## src/wsd_pkg.sv

```systemverilog
package wsd_pkg;

  localparam logic [15:0] MAX_PAYLOAD_RESET = 16'hFFFF;
  localparam logic [6:0]  LEN16_CODE        = 7'd126;
  localparam logic [6:0]  LEN64_CODE        = 7'd127;
  localparam logic [7:0]  MASK_BIT          = 8'h80;
  localparam logic [6:0]  LEN7_MASK         = 7'h7F;
  localparam logic [3:0]  OPCODE_MASK       = 4'hF;

  typedef struct packed {
    logic [7:0]  data_byte;
    logic [3:0]  frame_opcode;
    logic [15:0] byte_index;
    logic        last;
    logic        empty_frame;
    logic        truncated;
    logic [63:0] declared_length;
  } wsd_result_t;

endpackage

```

## src/websocket_frame_deframer_unit.sv

```systemverilog
// Frame deframer for a stream of received bytes in the standard framing layout.
// Input channel: one stream byte per beat on rx_byte with in_valid and in_ready.
// Output channel: one payload byte per beat with out_valid and out_ready, carrying
// the unmasked byte, the frame opcode, its position, the last and empty-frame flags,
// the truncation flag and the declared length. Header bytes and discarded payload
// bytes produce no output beat; a frame that keeps no bytes produces one marker.
// The configuration register max_payload is written with cfg_wr_en and cfg_wr_data
// and should only be changed while the block is idle.
// An accepted byte is held in an input register, decoded against the frame state and
// captured in the output register. Throughput is one byte per cycle while the output
// register is empty or draining, set by the single decode stage.
// When the receiver stalls, the output register holds its beat and the input
// register can still take one more byte; bytes that give no output keep flowing.
// Reset clears the frame state, empties both registers and sets max_payload to 65535.
module websocket_frame_deframer_unit (
  input  logic        clk,
  input  logic        rst,
  input  logic        cfg_wr_en,
  input  logic [15:0] cfg_wr_data,
  input  logic        in_valid,
  output logic        in_ready,
  input  logic [7:0]  rx_byte,
  output logic        out_valid,
  input  logic        out_ready,
  output logic [7:0]  data_byte,
  output logic [3:0]  frame_opcode,
  output logic [15:0] byte_index,
  output logic        last,
  output logic        empty_frame,
  output logic        truncated,
  output logic [63:0] declared_length
);
  import wsd_pkg::*;

  logic        [15:0] max_payload;
  logic               s1_valid;
  logic        [7:0]  s1_byte;
  logic               s1_adv;
  logic               res_valid;
  wsd_result_t        res;
  wsd_result_t        out_reg;

  assign s1_adv   = s1_valid && (!res_valid || !out_valid || out_ready);
  assign in_ready = !s1_valid || s1_adv;

  wsd_parser u_parser (
    .clk         (clk),
    .rst         (rst),
    .in_valid    (s1_valid),
    .step        (s1_adv),
    .rx_byte     (s1_byte),
    .max_payload (max_payload),
    .res_valid   (res_valid),
    .res         (res)
  );

  always_ff @(posedge clk) begin
    if (rst) begin
      max_payload <= MAX_PAYLOAD_RESET;
    end else if (cfg_wr_en) begin
      max_payload <= cfg_wr_data;
    end
  end

  always_ff @(posedge clk) begin
    if (rst) begin
      s1_valid <= 1'b0;
    end else if (in_ready) begin
      s1_valid <= in_valid;
    end
  end

  always_ff @(posedge clk) begin
    if (in_valid && in_ready) begin
      s1_byte <= rx_byte;
    end
  end

  always_ff @(posedge clk) begin
    if (rst) begin
      out_valid <= 1'b0;
    end else if (s1_adv && res_valid) begin
      out_valid <= 1'b1;
    end else if (out_ready) begin
      out_valid <= 1'b0;
    end
  end

  always_ff @(posedge clk) begin
    if (s1_adv && res_valid) begin
      out_reg <= res;
    end
  end

  assign data_byte       = out_reg.data_byte;
  assign frame_opcode    = out_reg.frame_opcode;
  assign byte_index      = out_reg.byte_index;
  assign last            = out_reg.last;
  assign empty_frame     = out_reg.empty_frame;
  assign truncated       = out_reg.truncated;
  assign declared_length = out_reg.declared_length;

endmodule

```

## src/wsd_parser.sv

```systemverilog
module wsd_parser (
  input  logic                 clk,
  input  logic                 rst,
  input  logic                 in_valid,
  input  logic                 step,
  input  logic [7:0]           rx_byte,
  input  logic [15:0]          max_payload,
  output logic                 res_valid,
  output wsd_pkg::wsd_result_t res
);
  import wsd_pkg::*;

  localparam logic [2:0] PH_HDR0 = 3'd0;
  localparam logic [2:0] PH_HDR1 = 3'd1;
  localparam logic [2:0] PH_EXT  = 3'd2;
  localparam logic [2:0] PH_KEY  = 3'd3;
  localparam logic [2:0] PH_DATA = 3'd4;
  localparam logic [2:0] PH_SKIP = 3'd5;

  logic [2:0]  phase, phase_next;
  logic [3:0]  op_reg, op_reg_next;
  logic        mask_flag, mask_flag_next;
  logic [2:0]  ext_count, ext_count_next;
  logic [63:0] length_reg, length_reg_next;
  logic [31:0] mask_key, mask_key_next;
  logic [63:0] remaining, remaining_next;
  logic [15:0] kept_count, kept_count_next;
  logic        produce;

  always_comb begin
    logic [6:0]  len7;
    logic        hdr_done;
    logic [63:0] rem_dec;
    logic [15:0] limit;
    logic [16:0] idx_inc;
    logic        is_last;
    logic [7:0]  key_byte;
    phase_next      = phase;
    op_reg_next     = op_reg;
    mask_flag_next  = mask_flag;
    ext_count_next  = ext_count;
    length_reg_next = length_reg;
    mask_key_next   = mask_key;
    remaining_next  = remaining;
    kept_count_next = kept_count;
    produce         = 1'b0;
    hdr_done        = 1'b0;
    len7            = rx_byte[6:0] & LEN7_MASK;
    rem_dec         = remaining - 64'd1;
    is_last         = 1'b0;
    limit           = 16'd0;
    idx_inc         = 17'd0;
    key_byte        = 8'd0;
    res.data_byte   = 8'd0;
    res.byte_index  = 16'd0;
    res.last        = 1'b0;
    res.empty_frame = 1'b0;
    case (phase)
      PH_HDR0: begin
        op_reg_next = rx_byte[3:0] & OPCODE_MASK;
        phase_next  = PH_HDR1;
      end
      PH_HDR1: begin
        mask_flag_next = (rx_byte & MASK_BIT) != 8'd0;
        if (len7 == LEN16_CODE) begin
          length_reg_next = 64'd0;
          ext_count_next  = 3'd1;
          phase_next      = PH_EXT;
        end else if (len7 == LEN64_CODE) begin
          length_reg_next = 64'd0;
          ext_count_next  = 3'd7;
          phase_next      = PH_EXT;
        end else begin
          length_reg_next = {57'd0, len7};
          if (mask_flag_next) begin
            ext_count_next = 3'd3;
            mask_key_next  = 32'd0;
            phase_next     = PH_KEY;
          end else begin
            hdr_done = 1'b1;
          end
        end
      end
      PH_EXT: begin
        length_reg_next = {length_reg[55:0], rx_byte};
        if (ext_count != 3'd0) begin
          ext_count_next = ext_count - 3'd1;
        end else if (mask_flag) begin
          ext_count_next = 3'd3;
          mask_key_next  = 32'd0;
          phase_next     = PH_KEY;
        end else begin
          hdr_done = 1'b1;
        end
      end
      PH_KEY: begin
        mask_key_next = {mask_key[23:0], rx_byte};
        if (ext_count != 3'd0) begin
          ext_count_next = ext_count - 3'd1;
        end else begin
          hdr_done = 1'b1;
        end
      end
      PH_DATA: begin
        case (kept_count[1:0])
          2'd0:    key_byte = mask_key[31:24];
          2'd1:    key_byte = mask_key[23:16];
          2'd2:    key_byte = mask_key[15:8];
          default: key_byte = mask_key[7:0];
        endcase
        limit = ((length_reg[63:16] == 48'd0) && (length_reg[15:0] < max_payload)) ?
                length_reg[15:0] : max_payload;
        idx_inc         = {1'b0, kept_count} + 17'd1;
        is_last         = idx_inc >= {1'b0, limit};
        remaining_next  = rem_dec;
        kept_count_next = idx_inc[15:0];
        produce         = 1'b1;
        res.data_byte   = mask_flag ? (rx_byte ^ key_byte) : rx_byte;
        res.byte_index  = kept_count;
        res.last        = is_last;
        if (is_last) begin
          phase_next = (rem_dec != 64'd0) ? PH_SKIP : PH_HDR0;
        end else if (rem_dec == 64'd0) begin
          phase_next = PH_HDR0;
        end
      end
      PH_SKIP: begin
        if (remaining != 64'd0) begin
          remaining_next = rem_dec;
        end
        if (remaining_next == 64'd0) begin
          phase_next = PH_HDR0;
        end
      end
      default: begin
        phase_next = PH_HDR0;
      end
    endcase
    if (hdr_done) begin
      remaining_next  = length_reg_next;
      kept_count_next = 16'd0;
      if ((length_reg_next == 64'd0) || (max_payload == 16'd0)) begin
        produce         = 1'b1;
        res.last        = 1'b1;
        res.empty_frame = 1'b1;
        phase_next      = (length_reg_next != 64'd0) ? PH_SKIP : PH_HDR0;
      end else begin
        phase_next = PH_DATA;
      end
    end
    res.frame_opcode    = op_reg_next;
    res.declared_length = length_reg_next;
    res.truncated       = (length_reg_next[63:16] != 48'd0) ||
                          (length_reg_next[15:0] > max_payload);
  end

  assign res_valid = in_valid && produce;

  always_ff @(posedge clk) begin
    if (rst) begin
      phase      <= PH_HDR0;
      op_reg     <= 4'd0;
      mask_flag  <= 1'b0;
      ext_count  <= 3'd0;
      length_reg <= 64'd0;
      mask_key   <= 32'd0;
      remaining  <= 64'd0;
      kept_count <= 16'd0;
    end else if (step) begin
      phase      <= phase_next;
      op_reg     <= op_reg_next;
      mask_flag  <= mask_flag_next;
      ext_count  <= ext_count_next;
      length_reg <= length_reg_next;
      mask_key   <= mask_key_next;
      remaining  <= remaining_next;
      kept_count <= kept_count_next;
    end
  end

endmodule

```

## config.mk

```make
export PLATFORM = sky130hd
export DESIGN_NAME = websocket_frame_deframer_unit
export DESIGN_NICKNAME = d
export VERILOG_FILES = /design/src/wsd_pkg.sv /design/src/websocket_frame_deframer_unit.sv /design/src/wsd_parser.sv
export SDC_FILE = /design/constraint.sdc
export NUM_CORES = 1
export LEC_CHECK = 0
export BUFFER_PORTS_ARGS = -buffer_cell sky130_fd_sc_hd__buf_2
export CAP_MARGIN = 20
export CORE_UTILIZATION = 33
export DETAILED_ROUTE_END_ITERATION = 10
export MAX_ROUTING_LAYER = met4
export PLACE_DENSITY = 0.59
export SLEW_MARGIN = 10
export SYNTH_ARGS = -nofsm -noshare
export SYNTH_HDL_FRONTEND = slang
export SYNTH_SLANG_ARGS = --single-unit
```

## constraint.sdc

```tcl
create_clock -name clk -period 11.5 [get_ports clk]
set_clock_uncertainty 0.05 [all_clocks]
set_input_delay 1.725 -clock clk [delete_from_list [all_inputs] [get_ports clk]]
set_output_delay 1.725 -clock clk [all_outputs]
set_load 0.1 [all_outputs]
```

# [Word level (Yosys, flattened, before mapping)]
# Cells that the tools add are included.
[word_totals] ff_bits=308 word_cells=137
[classes] add_sub_neg=3 order_cmp=3 eq_ne=23 n_mux=53 bitwise=1 reduce_logical=35
[ops] cell="two-way mux 64 bit" count=4
[ops] cell="case mux 64 bit (2 select lines)" count=2
[ops] cell="zero test 64 bit" count=3
[ops] cell="nonzero test 64 bit" count=3
[ops] cell="two-way mux 32 bit" count=5
[ops] cell="case mux 32 bit (3 select lines)" count=1
[ops] cell="subtractor 64 x 1 -> 64 bit (second input constant)" count=1
[ops] cell="zero test 48 bit" count=1
[ops] cell="two-way mux 16 bit" count=3
[ops] cell="two-way mux 3 bit" count=16
[ops] cell="nonzero test 48 bit" count=1
[ops] cell="case mux 8 bit (3 select lines)" count=1
[ops] cell="case mux 3 bit (6 select lines)" count=1
[ops] cell="adder 16 x 1 -> 17 bit (second input constant)" count=1
[ops] cell="greater-or-equal comparator 17 x 16 -> 1 bit" count=1
[ops] cell="> comparator 16 bit" count=1
[ops] cell="zero test 16 bit" count=1
[ops] cell="< comparator 16 bit" count=1
[ops] cell="two-way mux 8 bit" count=2
[ops] cell="equality test 7 bit (second input constant)" count=2
[ops] cell="AND reduction 7 bit" count=2
[ops] cell="two-way mux 1 bit" count=12
[ops] cell="!= test 3 x 1 -> 1 bit (second input constant)" count=3
[ops] cell="case mux 3 bit (3 select lines)" count=1
[ops] cell="26 further kinds" count=49

# [Depth between registers and ports, before layout]
# Gate-level depths: netlist (run 1).
[logic_depth] depth_word=15 depth_mapped=23 mapped_depth_nobuf=22

# [Cells and area by module]
# From an unflattened synthesis (run 1), not the netlist that was laid out.
[unflattened] hier_cells=1827 area_unflattened_um2=16444.5
[modules_own_cells] module="wsd_parser" instances=1 cells_each=1659 area_each_um2=12654.6
[modules_own_cells] module="websocket_frame_deframer_unit" instances=1 cells_each=168 area_each_um2=3789.9

# [Least setup slack after synthesis (run 1)]
# OpenSTA, ideal clock, no wires.
[synth_path] kind="reg2reg" startpoint="register u_parser.phase[0]" endpoint="register out_reg, in the netlist byte_index[0] (enable)" setup_ns=0.549 t_arrival_ns=6.441 required_ns=10.901 slack_ns=4.460 path_stages_with_launch=12 synth_period_minus_slack_ns=7.040 cell_sequence="dfxtp_1 buf_2 a21o_1 buf_6 a221oi_1 nand4_1 nor4_1 nand3_1 or2_2 a21oi_1 o21ai_0 nor2_1"
[synth_between] elab_chain_len=12
[synth_lines] element="start: declaration" line_no="wsd_parser.sv:20" source="logic [2:0] phase, phase_next;"
[synth_lines] element="start signal: assignment" line_no="wsd_parser.sv:170" source="phase <= phase_next;"
[synth_lines] element="equality test 3 x 2 -> 1 bit / equality test 3 x 1 -> 1 bit (equally long branches)" line_no="wsd_parser.sv:58" source="case (phase)"
[synth_lines] element="case mux 64 bit (2 select lines)" line_no="wsd_parser.sv:58"
[synth_lines] element="zero test 64 bit" line_no="wsd_parser.sv:142" source="if ((length_reg_next == 64'd0) || (max_payload == 16'd0)) begin"
[synth_lines] element="logical OR 1 bit" line_no="wsd_parser.sv:142"
[synth_lines] element="two-way mux 1 bit" line_no="wsd_parser.sv:142"
[synth_lines] element="two-way mux 1 bit *" line_no="wsd_parser.sv:139" source="if (hdr_done) begin"
[synth_lines] element="logical AND 1 bit *" line_no="wsd_parser.sv:157" source="assign res_valid = in_valid && produce;"
[synth_lines] element="zero test 1 bit" line_no="websocket_frame_deframer_unit.sv:43" source="assign s1_adv = s1_valid && (!res_valid || !out_valid || out_ready);"
[synth_lines] element="logical OR 1 bit (2 in a row)" line_no="websocket_frame_deframer_unit.sv:43"
[synth_lines] element="logical AND 1 bit" line_no="websocket_frame_deframer_unit.sv:43"
[synth_lines] element="logical AND 1 bit *" line_no="websocket_frame_deframer_unit.sv:90" source="if (s1_adv && res_valid) begin"
[synth_lines] element="end signal: assignment" line_no="websocket_frame_deframer_unit.sv:91" source="out_reg <= res;"
[synth_lines] element="end: declaration" line_no="websocket_frame_deframer_unit.sv:41" source="wsd_result_t out_reg;"
# Every way passes the cells marked *; elsewhere a longest branch is shown, timed or not.
# A chain may end at the register's enable or synchronous reset.

# [Worst setup path in the final report (run 1)]
[layout_path] startpoint="register u_parser.phase[1]" endpoint="output port in_ready"
[layout_between] elab_chain_len=12
[layout_lines] element="equality test 3 x 2 -> 1 bit / equality test 3 x 1 -> 1 bit (equally long branches)" line_no="wsd_parser.sv:58"
[layout_lines] element="case mux 64 bit (2 select lines)" line_no="wsd_parser.sv:58"
[layout_lines] element="zero test 64 bit" line_no="wsd_parser.sv:142"
[layout_lines] element="logical OR 1 bit" line_no="wsd_parser.sv:142"
[layout_lines] element="two-way mux 1 bit" line_no="wsd_parser.sv:142"
[layout_lines] element="two-way mux 1 bit *" line_no="wsd_parser.sv:139"
[layout_lines] element="logical AND 1 bit *" line_no="wsd_parser.sv:157"
[layout_lines] element="zero test 1 bit *" line_no="websocket_frame_deframer_unit.sv:43"
[layout_lines] element="logical OR 1 bit * (2 in a row)" line_no="websocket_frame_deframer_unit.sv:43"
[layout_lines] element="logical AND 1 bit *" line_no="websocket_frame_deframer_unit.sv:43"
[layout_lines] element="logical OR 1 bit *" line_no="websocket_frame_deframer_unit.sv:44" source="assign in_ready = !s1_valid || s1_adv;"
[layout_lines] element="end: declaration" line_no="websocket_frame_deframer_unit.sv:21" source="output logic in_ready,"
# Marked as above.

==> results.toml, run 1 <==
[outcome]
status = "complete, no violations"

[floorplanning]
fp.dieH_um = 235.9
dieArea_mm2 = 0.05564
row_count = 85
core_area_mm2 = 0.05392
start_util = 0.3348
die_w_um = 235.9
ioPinCount = 126

[grt]
grt_max_degree = 106
antenna_found_initial = 0
grt_pass1_wl_mm = 95.88
grt_pass1_vias = 15360
grtUsageTotal = 0.2269
grt.overflow.total = 0

[timing]
setup_viol = 0
slew_headroom = 0.2612
max_slew.worst_pin.slew_ps = 1108
whs_ps = 408.5
finalMaxSlewViolations = 0
fmax_mhz = 129.5
setup_tns_ps = 0
hold_viol_final = 0
rsz0062_at_grt = "false"
post-route-period-util = 0.6717
fin_crit_ps = 7725

[logic_synthesis]
synth_top_area_cell = "dfxtp_1"
synth_warnings = 0
synth_area_per_cell_um2 = 8.818
synth_top_flop_cell = "dfxtp_1"
synth_common_cells = "dfxtp_1, nor2_1, nand2_1"
muxShareOfSynthArea = 0.01476
synth.top_cell.area_share = 0.2274
syn_area_mm2 = 0.01805
yosysMostFrequentCell = "dfxtp_1"
synth_nets = 2132
synth_top_family_by_area = "simple AND/OR/NAND/NOR gates"
synthSimpleGateAreaFrac = 0.2472
synth_cells = 2047
ys_types = 83
ys_ff_latch = 308
ys_seq_area_frac = 0.3987
synth_compound_area_frac = 0.2084
synth_edf_count = 103
synthArstFlopShare = 0
synth_xor_xnor_area_share = 0.02960
yosys-top-cells-area = "dfxtp_1, edfxtp_1, nor2_1"
synth_fa_ha_area_frac = 0.03882

[routing]
drcViolationCount = 0
drt-total-wl_mm = 63.58
wl_met1_mm = 28.36
top_layer = "met4"
vias_per_cell = 5.977
wl_met3_mm = 4.185
drtAntennaViolNets = 0
via_count = 16780
drt_pass1_iterations = 7
drt_first_iter_violations = 1835
wl_per_cell_um = 22.65
wl_met2_mm = 29.07

[setup_path]
r2r-end = "u_parser.ext_count[2]$_SDFFE_PP0P_"
r2r_cells = 13
start_kind = "register"
rrSetupSlack_ps = 5070
cp-startpoint = "u_parser.phase[1]$_SDFFE_PP0P_"
critPathCaptureType = "output pin"
critPathCapture = "in_ready"
cp_max_fo = 51
r2r-start = "u_parser.phase[1]$_SDFFE_PP0P_"
cp_data_arrival_time_ps = 5950
crit_required_ps = 9730
criticalPathCategory = "register to output pin"

[cts]
postCtsSetupRepairBufs = 0
root_buffer = "clkbuf_16"
cts_hold_buf = 0
cts_tree = "yes"
clk-insertion-delay-late_ps = 570
cts_htree_levels = 2
cts.sinks = 308
cts_buffers = 38
cts_resized = 0
clkSlewWorstSetupHoldPaths_ps = 60
clk_path_buf_depth = 3

[final_layout]
final_layout_size_suffix_gt1_frac = 0.1416
fillers = 5401
area_growth_pct = 12.78
nets = 2167
insertedDiodeCount = 0

[power_and_ir_drop]
total_leakage_power_nw = 7.797
p_per_area_mw_per_mm2 = 159.1
power_w = 0.003240
peakVddDrop_mv = 0.08632

[placement]
numPortBuffers = 125
place_hpwl_mm = 44.35
gp_congestion = 0.9389

[run]
maxCapViolations = 0

[hold_path]
hp-class = "register to register"
worst max-delay path, cell delays in order, from the launching register on:
cell and delay (ps):
dfxtp_2 920, buf_4 540, inv_1 540, a221oi_1 820, nand4_1 160, nor4_1 510
nand3_1 360, or2_2 430, a21oi_1 230, o21ai_0 280, nand2b_1 290, buf_2 310
layer usage:
layer | up-vias | global-route usage
met5 | - | -
met4 | 0 | 0.07308
met3 | 115 | 0.02961
met2 | 678 | 0.3488
met1 | 8209 | 0.3074
li1 | 7776 | -
stage by stage:
stage | utilization | std cells | area, um^2 | setup slack, ps
final | 0.3776 | 2807 | 20360 | 3775
after global placement | 0.3535 | 2736 | 19060 | 4668
after CTS | 0.3772 | 2806 | 20340 | 3922
after floorplan | - | 2047 | 18050 | 4460
after global routing | 0.3776 | 2807 | 20360 | 3644
after detailed placement | 0.3537 | 2737 | 19070 | 4513
power breakdown:
group	leakage, nW	total (W)	switching, W	internal (W)
Combinational	4.62	0.000780	0.000522	0.000258
Clock	0.626	0.00124	0.000496	0.000743
Sequential	2.55	0.00122	0.0000591	0.00116
cells by family after synthesis:
| logic type | Yosys count |
|---|---|
| simple gates | 835 |
| compound gates | 505 |
| flops | 308 |
| buf+inv | 256 |
| xor+xnor | 61 |
| fa+ha+maj | 56 |
| mux | 26 |
area by class of cell:
| type | count | area (um^2) | share of cell area |
|---|---|---|---|
| Sequential cell | 308 | 7203 | 0.3538 |
| Inverter | 96 | 360.3 | 0.01770 |
| Clock buffer | 44 | 1015 | 0.04984 |
| Timing Repair Buffer | 155 | 877.1 | 0.04308 |
| Tap cell | 696 | 870.8 | 0.04278 |
| Multi-Input combinational cell | 1483 | 9782 | 0.4805 |
| Clock inverter | 25 | 250.2 | 0.01229 |
worst min-delay path by stage:
stage                                            start                                  to  slack, ps  cells past startpoint
finish              u_parser.mask_key[27]$_SDFFE_PP0P_  u_parser.mask_key[27]$_SDFFE_PP0P_        410                      2
global route        u_parser.mask_key[27]$_SDFFE_PP0P_  u_parser.mask_key[27]$_SDFFE_PP0P_        430                      2
detailed placement  u_parser.mask_key[27]$_SDFFE_PP0P_  u_parser.mask_key[27]$_SDFFE_PP0P_        400                      2
floorplan           u_parser.mask_key[24]$_SDFFE_PP0P_  u_parser.mask_key[24]$_SDFFE_PP0P_        380                      2
global placement    u_parser.mask_key[25]$_SDFFE_PP0P_  u_parser.mask_key[25]$_SDFFE_PP0P_        390                      2
CTS                 u_parser.mask_key[27]$_SDFFE_PP0P_  u_parser.mask_key[27]$_SDFFE_PP0P_        410                      2
cell usage in the layout, fill, tap and decap left out, types with 28 or more instances in the layout:
cell type / n
nand2_1: 164
nor4_1: 54
a211oi_2: 30
a21oi_1: 100
clkbuf_16: 39
o21ai_0: 74
buf_2: 124
xnor2_1: 35
ha_1: 56
a211oi_1: 41
a22oi_1: 32
inv_1: 95
a221oi_1: 51
buf_4: 28
nor2_1: 200
and3_1: 30
edfxtp_1: 103
nor2b_1: 29
nor3_1: 52
nand3_1: 59
nand4_1: 75
dfxtp_1: 202
No activity file was read; power rests on OpenSTA's default activity.
==> run 2, diff against run 1 <==
==> constraint.sdc (replaced) <==
create_clock -name clk -period 7.75 [get_ports clk]
set_clock_uncertainty 0.05 [all_clocks]
set_input_delay 1.1625 -clock clk [delete_from_list [all_inputs] [get_ports clk]]
set_output_delay 1.1625 -clock clk [all_outputs]
set_load 0.1 [all_outputs]
==> run 2 against run 1 <==
Net effect:
- clock-buffer cell count rose by 5
- sequential power rose by 49%
- core utilization fell by 0.093 points
- total power rose by 48%
- sequential cell count did not move
- combinational power rose by 47%
- clock power rose by 46%
- design area fell by 0.25%
- global-route usage rose by 0.61 points
- first-iteration DRC count rose by 7.1%
- critical endpoint unchanged
- cell count fell by 0.14%
- sequential share of layout area rose by 0.087 points
==> results.toml, run 2 (synthesis results as in run 1) <==
[timing]
finalMaxSlewViolations = 0
setup_viol = 0
slew_headroom = 0.2757
setup_tns_ps = 0
hold_viol_final = 0
post-route-period-util = 0.8328
max_slew.worst_pin.slew_ps = 1079
fmax_mhz = 154.9
rsz0062_at_grt = "false"
fin_crit_ps = 6454

[placement]
gp_congestion = 0.9610
place_hpwl_mm = 46.06
numPortBuffers = 125

[grt]
grt_max_degree = 81
antenna_found_initial = 0
grtUsageTotal = 0.2329
grt_pass1_wl_mm = 98.51
grt.overflow.total = 0
grt_pass1_vias = 15830

[cts]
clkSlewWorstSetupHoldPaths_ps = 60
clk-insertion-delay-late_ps = 570
cts_buffers = 38
cts_hold_buf = 0
cts.sinks = 308
postCtsSetupRepairBufs = 0
root_buffer = "clkbuf_16"
clk_path_buf_depth = 3
cts_htree_levels = 2
cts_tree = "yes"
cts_resized = 0

[power_and_ir_drop]
peakVddDrop_mv = 0.1430
p_per_area_mw_per_mm2 = 235.8
total_leakage_power_nw = 7.755

[floorplanning]
die_w_um = 235.9
dieArea_mm2 = 0.05564
fp.dieH_um = 235.9
core_area_mm2 = 0.05392
row_count = 85
ioPinCount = 126
start_util = 0.3348

[setup_path]
cp_max_fo = 31
start_kind = "register"
cp_data_arrival_time_ps = 5240
slowest_stage = "a221oi_1"
crit_required_ps = 6540
critPathCaptureType = "output pin"
criticalPathCategory = "register to output pin"
slowest_delay_ps = 720
path_cells = "buf_4 -> inv_1 -> a221oi_1 -> nand4_1 -> nor4_1 -> nand3_1 -> or2_2 -> a21oi_1 -> o21ai_0 -> nand2b_1 -> buf_2"
critPathTopFamily = "simple AND/OR/NAND/NOR gates"
critPathBufInv = 3

[final_layout]
insertedDiodeCount = 0
final_layout_size_suffix_gt1_frac = 0.1410
fillers = 5424
layout_common_cells = "dfxtp_1, nor2_1, nand2_1, buf_2, edfxtp_1"
area_growth_pct = 12.50
mostFrequentLayoutCell = "dfxtp_1"
nets = 2163
fin_util = 0.3766

[run]
maxCapViolations = 0

[routing]
drt_pass1_iterations = 6
wl_per_cell_um = 23.05
via_count = 16920
drt-total-wl_mm = 64.61
wl_met1_mm = 28.34
wl_met2_mm = 29.13
drtAntennaViolNets = 0
drt_first_iter_violations = 1966
drcViolationCount = 0
vias_per_cell = 6.035
wl_met3_mm = 4.747
top_layer = "met4"

[outcome]
status = "complete, no violations"

[hold_path]
hp-class = "register to register"
==> run 2: cell types whose count changed in the layout (fill, tap and decap cells not counted), moves of 2 or more <==
cell        previous run  this run
clkbuf_1               3         5
clkinv_1               9         4
clkbuf_16             39        42
buf_4                 28        25
bufinv_16              5         2
clkinv_2               9         7
clkinvlp_4             1         6
==> run 2: where the power goes <==
| part | internal, W | total [W] | switching (W) |
|---|---|---|---|
| Sequential | 0.00172 | 0.00182 | 0.0000961 |
| Combinational | 0.000376 | 0.00115 | 0.000778 |
| Clock | 0.00107 | 0.00181 | 0.000744 |
==> run 2: worst paths after layout <==
check	startpoint	endpoint	slack [ps]	cells past startpoint
max	u_parser.phase[1]$_SDFFE_PP0P_	in_ready	1300	11
min	u_parser.mask_key[28]$_SDFFE_PP0P_	u_parser.mask_key[28]$_SDFFE_PP0P_	410	2
max reg2reg	u_parser.phase[1]$_SDFFE_PP0P_	declared_length[21]$_DFFE_PP_	2420	11
min reg2reg	u_parser.mask_key[28]$_SDFFE_PP0P_	u_parser.mask_key[28]$_SDFFE_PP0P_	410	2
==> run 2: area by class of cell <==
cell class | instances | area [um^2] | area share
clock buffers | 49 | 1097 | 0.05403
clock inverters | 20 | 165.2 | 0.008133
inverters | 96 | 360.3 | 0.01774
multi-input cells | 1483 | 9777 | 0.4814
flip-flops and latches | 308 | 7203 | 0.3547
well taps | 696 | 870.8 | 0.04288
repair buffers | 151 | 834.6 | 0.04109
==> run 2: tightest hold or removal path: cells and delay by family, from the launching register on <==
kind            cells  cell delay (ps)
flops               1              310
simple gates        1               50
compound gates      1               50
==> run 2: per-layer routing <==
layer  up-vias  track usage
li1       7769            -
met1      8249       0.3158
met2       760       0.3522
met3       137      0.02855
met4         0      0.09012
met5         -            -
==> run 2: per-stage QoR <==
| stage | instance area, um^2 | hold WS, ps | std cells | power (W) | setup slack, ps |
|---|---|---|---|---|---|
| 6_report | 20310 | 406.2 | 2803 | 0.004788 | 1296 |
| 5_1_grt | 20310 | 431.8 | 2803 | 0.004977 | 1009 |
| 4_1_cts | 20310 | 408.7 | 2803 | 0.004801 | 1378 |
| 3_5_place_dp | 19050 | 401.0 | 2734 | 0.002976 | 1988 |
| 3_3_place_gp | 19030 | 390.7 | 2733 | 0.002980 | 2085 |
| 2_1_floorplan | 18050 | 381.4 | 2047 | 0.002636 | 710.0 |
==> run 3, diff against run 2 <==
==> constraint.sdc (replaced) <==
create_clock -name clk -period 6.1 [get_ports clk]
set_clock_uncertainty 0.05 [all_clocks]
set_input_delay 0.915 -clock clk [delete_from_list [all_inputs] [get_ports clk]]
set_output_delay 0.915 -clock clk [all_outputs]
set_load 0.1 [all_outputs]
==> run 3 against run 2 <==
Net effect:
- first-iteration DRC count down 5.3%
- core utilization up 0.20 points
- global-route usage up 0.16 points
- total power up 27%
- clock-buffer cell count down 3
- register-to-register slack worse by 1300 ps
==> results.toml, run 3 (synthesis results as in run 1) <==
[power_and_ir_drop]
clkPwrFrac = 0.374
power_w = 0.006077
p_per_area_mw_per_mm2 = 297.6
peakVddDrop_mv = 0.1576
combPwrFrac = 0.247
power_frac_seq = 0.379
p_sw_w = 0.002070
p_sw_frac = 0.3407
p_int_w = 0.004007
total_leakage_power_nw = 7.826

[floorplanning]
core_area_mm2 = 0.05392
dieArea_mm2 = 0.05564
start_util = 0.3348
die_w_um = 235.9
fp.dieH_um = 235.9
ioPinCount = 126
row_count = 85

[final_layout]
nets = 2179
area_growth_pct = 13.11
mostFrequentLayoutCell = "dfxtp_1"
insertedDiodeCount = 0
layout_common_cells = "dfxtp_1, nor2_1, nand2_1, buf_2, edfxtp_1"
ff_latch_area_mm2 = 0.007203
finalNonFillerCells = 2819
design_area_mm2 = 0.02042
fillers = 5425
multiInputGateArea_mm2 = 0.009794
final_layout_size_suffix_gt1_frac = 0.1484

[routing]
drt_pass1_iterations = 6
drt-total-wl_mm = 64.41
wl_per_cell_um = 22.85
vias_per_cell = 5.949
drcViolationCount = 0
drt_first_iter_violations = 1862
drtAntennaViolNets = 0
via_count = 16770

[timing]
max_slew.worst_pin.slew_ps = 1097
slew_headroom = 0.2618
fmax_mhz = 170.8
setup_tns_ps = 0
hold_viol_final = 0
post-route-period-util = 0.9600
finalMaxSlewViolations = 0
fin_crit_ps = 5856
setup_viol = 0
rsz0062_at_grt = "false"
setup_ws_ps = 243.9

[placement]
gp_congestion = 0.9793
dp_slack_ps = 637.9
place_hpwl_mm = 46.13
dp_cells = 2750
place_area_mm2 = 0.01916
numPortBuffers = 125

[setup_path]
cp-startpoint = "u_parser.phase[0]$_SDFFE_PP0P_"
rrSetupSlack_ps = 1070
r2r-start = "u_parser.phase[0]$_SDFFE_PP0P_"
path_cells = "buf_4 -> or4bb_1 -> and4_1 -> inv_1 -> nor4_1 -> o2111a_1 -> nand3_1 -> or2_2 -> a21oi_1 -> o21ai_0 -> nand2b_1 -> buf_2"
cp_max_fo = 54
r2r-end = "declared_length[39]$_DFFE_PP_"
slowest_stage = "dfxtp_4"
critPathCapture = "in_ready"
cp_data_arrival_time_ps = 4890
r2r_cells = 12
critPathCaptureType = "output pin"
slowest_delay_ps = 590
crit_required_ps = 5130
start_kind = "register"
criticalPathCategory = "register to output pin"

[cts]
clkSlewWorstSetupHoldPaths_ps = 50
cts_tree = "yes"
clk-insertion-delay-late_ps = 590
postCtsSetupRepairBufs = 0
cts_htree_levels = 2
cts_buffers = 38
cts.sinks = 308
root_buffer = "clkbuf_16"
clk_path_buf_depth = 3

[grt]
grt.overflow.total = 0
grtUsageTotal = 0.2345
antenna_found_initial = 1
grt_pass1_vias = 15800
grt_max_degree = 77
grt_pass1_wl_mm = 98.97

[run]
maxCapViolations = 0

[hold_path]
hp-class = "register to register"

[outcome]
status = "complete, no violations"
[run 3: per-stage QoR]
stage                     hold WS, ps  utilization
after CTS                       415.1       0.3784
after global routing            431.2       0.3787
final                           409.2       0.3787
after global placement          389.1       0.3554
after detailed placement        406.8       0.3554
after floorplan                 381.4            -
[run 3: worst min-delay path by stage]
stage / to / depth (start not counted) / slack [ps] / start
floorplan: u_parser.mask_key[24]$_SDFFE_PP0P_ / 2 / 380 / u_parser.mask_key[24]$_SDFFE_PP0P_
global placement: u_parser.mask_key[26]$_SDFFE_PP0P_ / 2 / 390 / u_parser.mask_key[26]$_SDFFE_PP0P_
detailed placement: u_parser.mask_key[25]$_SDFFE_PP0P_ / 2 / 410 / u_parser.mask_key[25]$_SDFFE_PP0P_
CTS: u_parser.mask_key[25]$_SDFFE_PP0P_ / 2 / 420 / u_parser.mask_key[25]$_SDFFE_PP0P_
global route: u_parser.mask_key[30]$_SDFFE_PP0P_ / 2 / 430 / u_parser.mask_key[30]$_SDFFE_PP0P_
finish: u_parser.mask_key[30]$_SDFFE_PP0P_ / 2 / 410 / u_parser.mask_key[30]$_SDFFE_PP0P_
[run 3: power by group through the flow]
stage | combinational (W) | clock, W | sequential, W
CTS | 0.00147 | 0.00232 | 0.00230
global route | 0.00162 | 0.00239 | 0.00231
global placement | 0.00147 | 0 | 0.00234
floorplan | 0.000978 | 0 | 0.00237
detailed placement | 0.00147 | 0 | 0.00234
finish | 0.00150 | 0.00227 | 0.00230
[run 3: cell type report]
type                       instances  area share
clock inverter                    23     0.01177
timing repair buffer             167     0.04639
tap                              696     0.04265
sequential                       308      0.3528
inverter                          96     0.01765
clock buffer                      46     0.04908
multi-input combinational       1483      0.4797
[run 3: worst max-delay path: cells and delay by family, from the launching register on]
kind	cells	cell delay [ps]
compound gates	3	820
buf+inv	3	980
flops	1	590
simple gates	6	1920
[run 3: per-layer routing]
layer	up-vias	part of all wire	global-route usage
met2	659	0.45	0.3577
met4	0	0.037	0.08556
met5	-	0	-
met3	130	0.062	0.03324
li1	7798	-	-
met1	8183	0.45	0.3148
[run 3: repair_timing]
item | 4_1_cts | 5_1_grt
endpoints found under the setup margin | 0 | 1
hold buffers | 0 | 0
resized for setup | 0 | 2
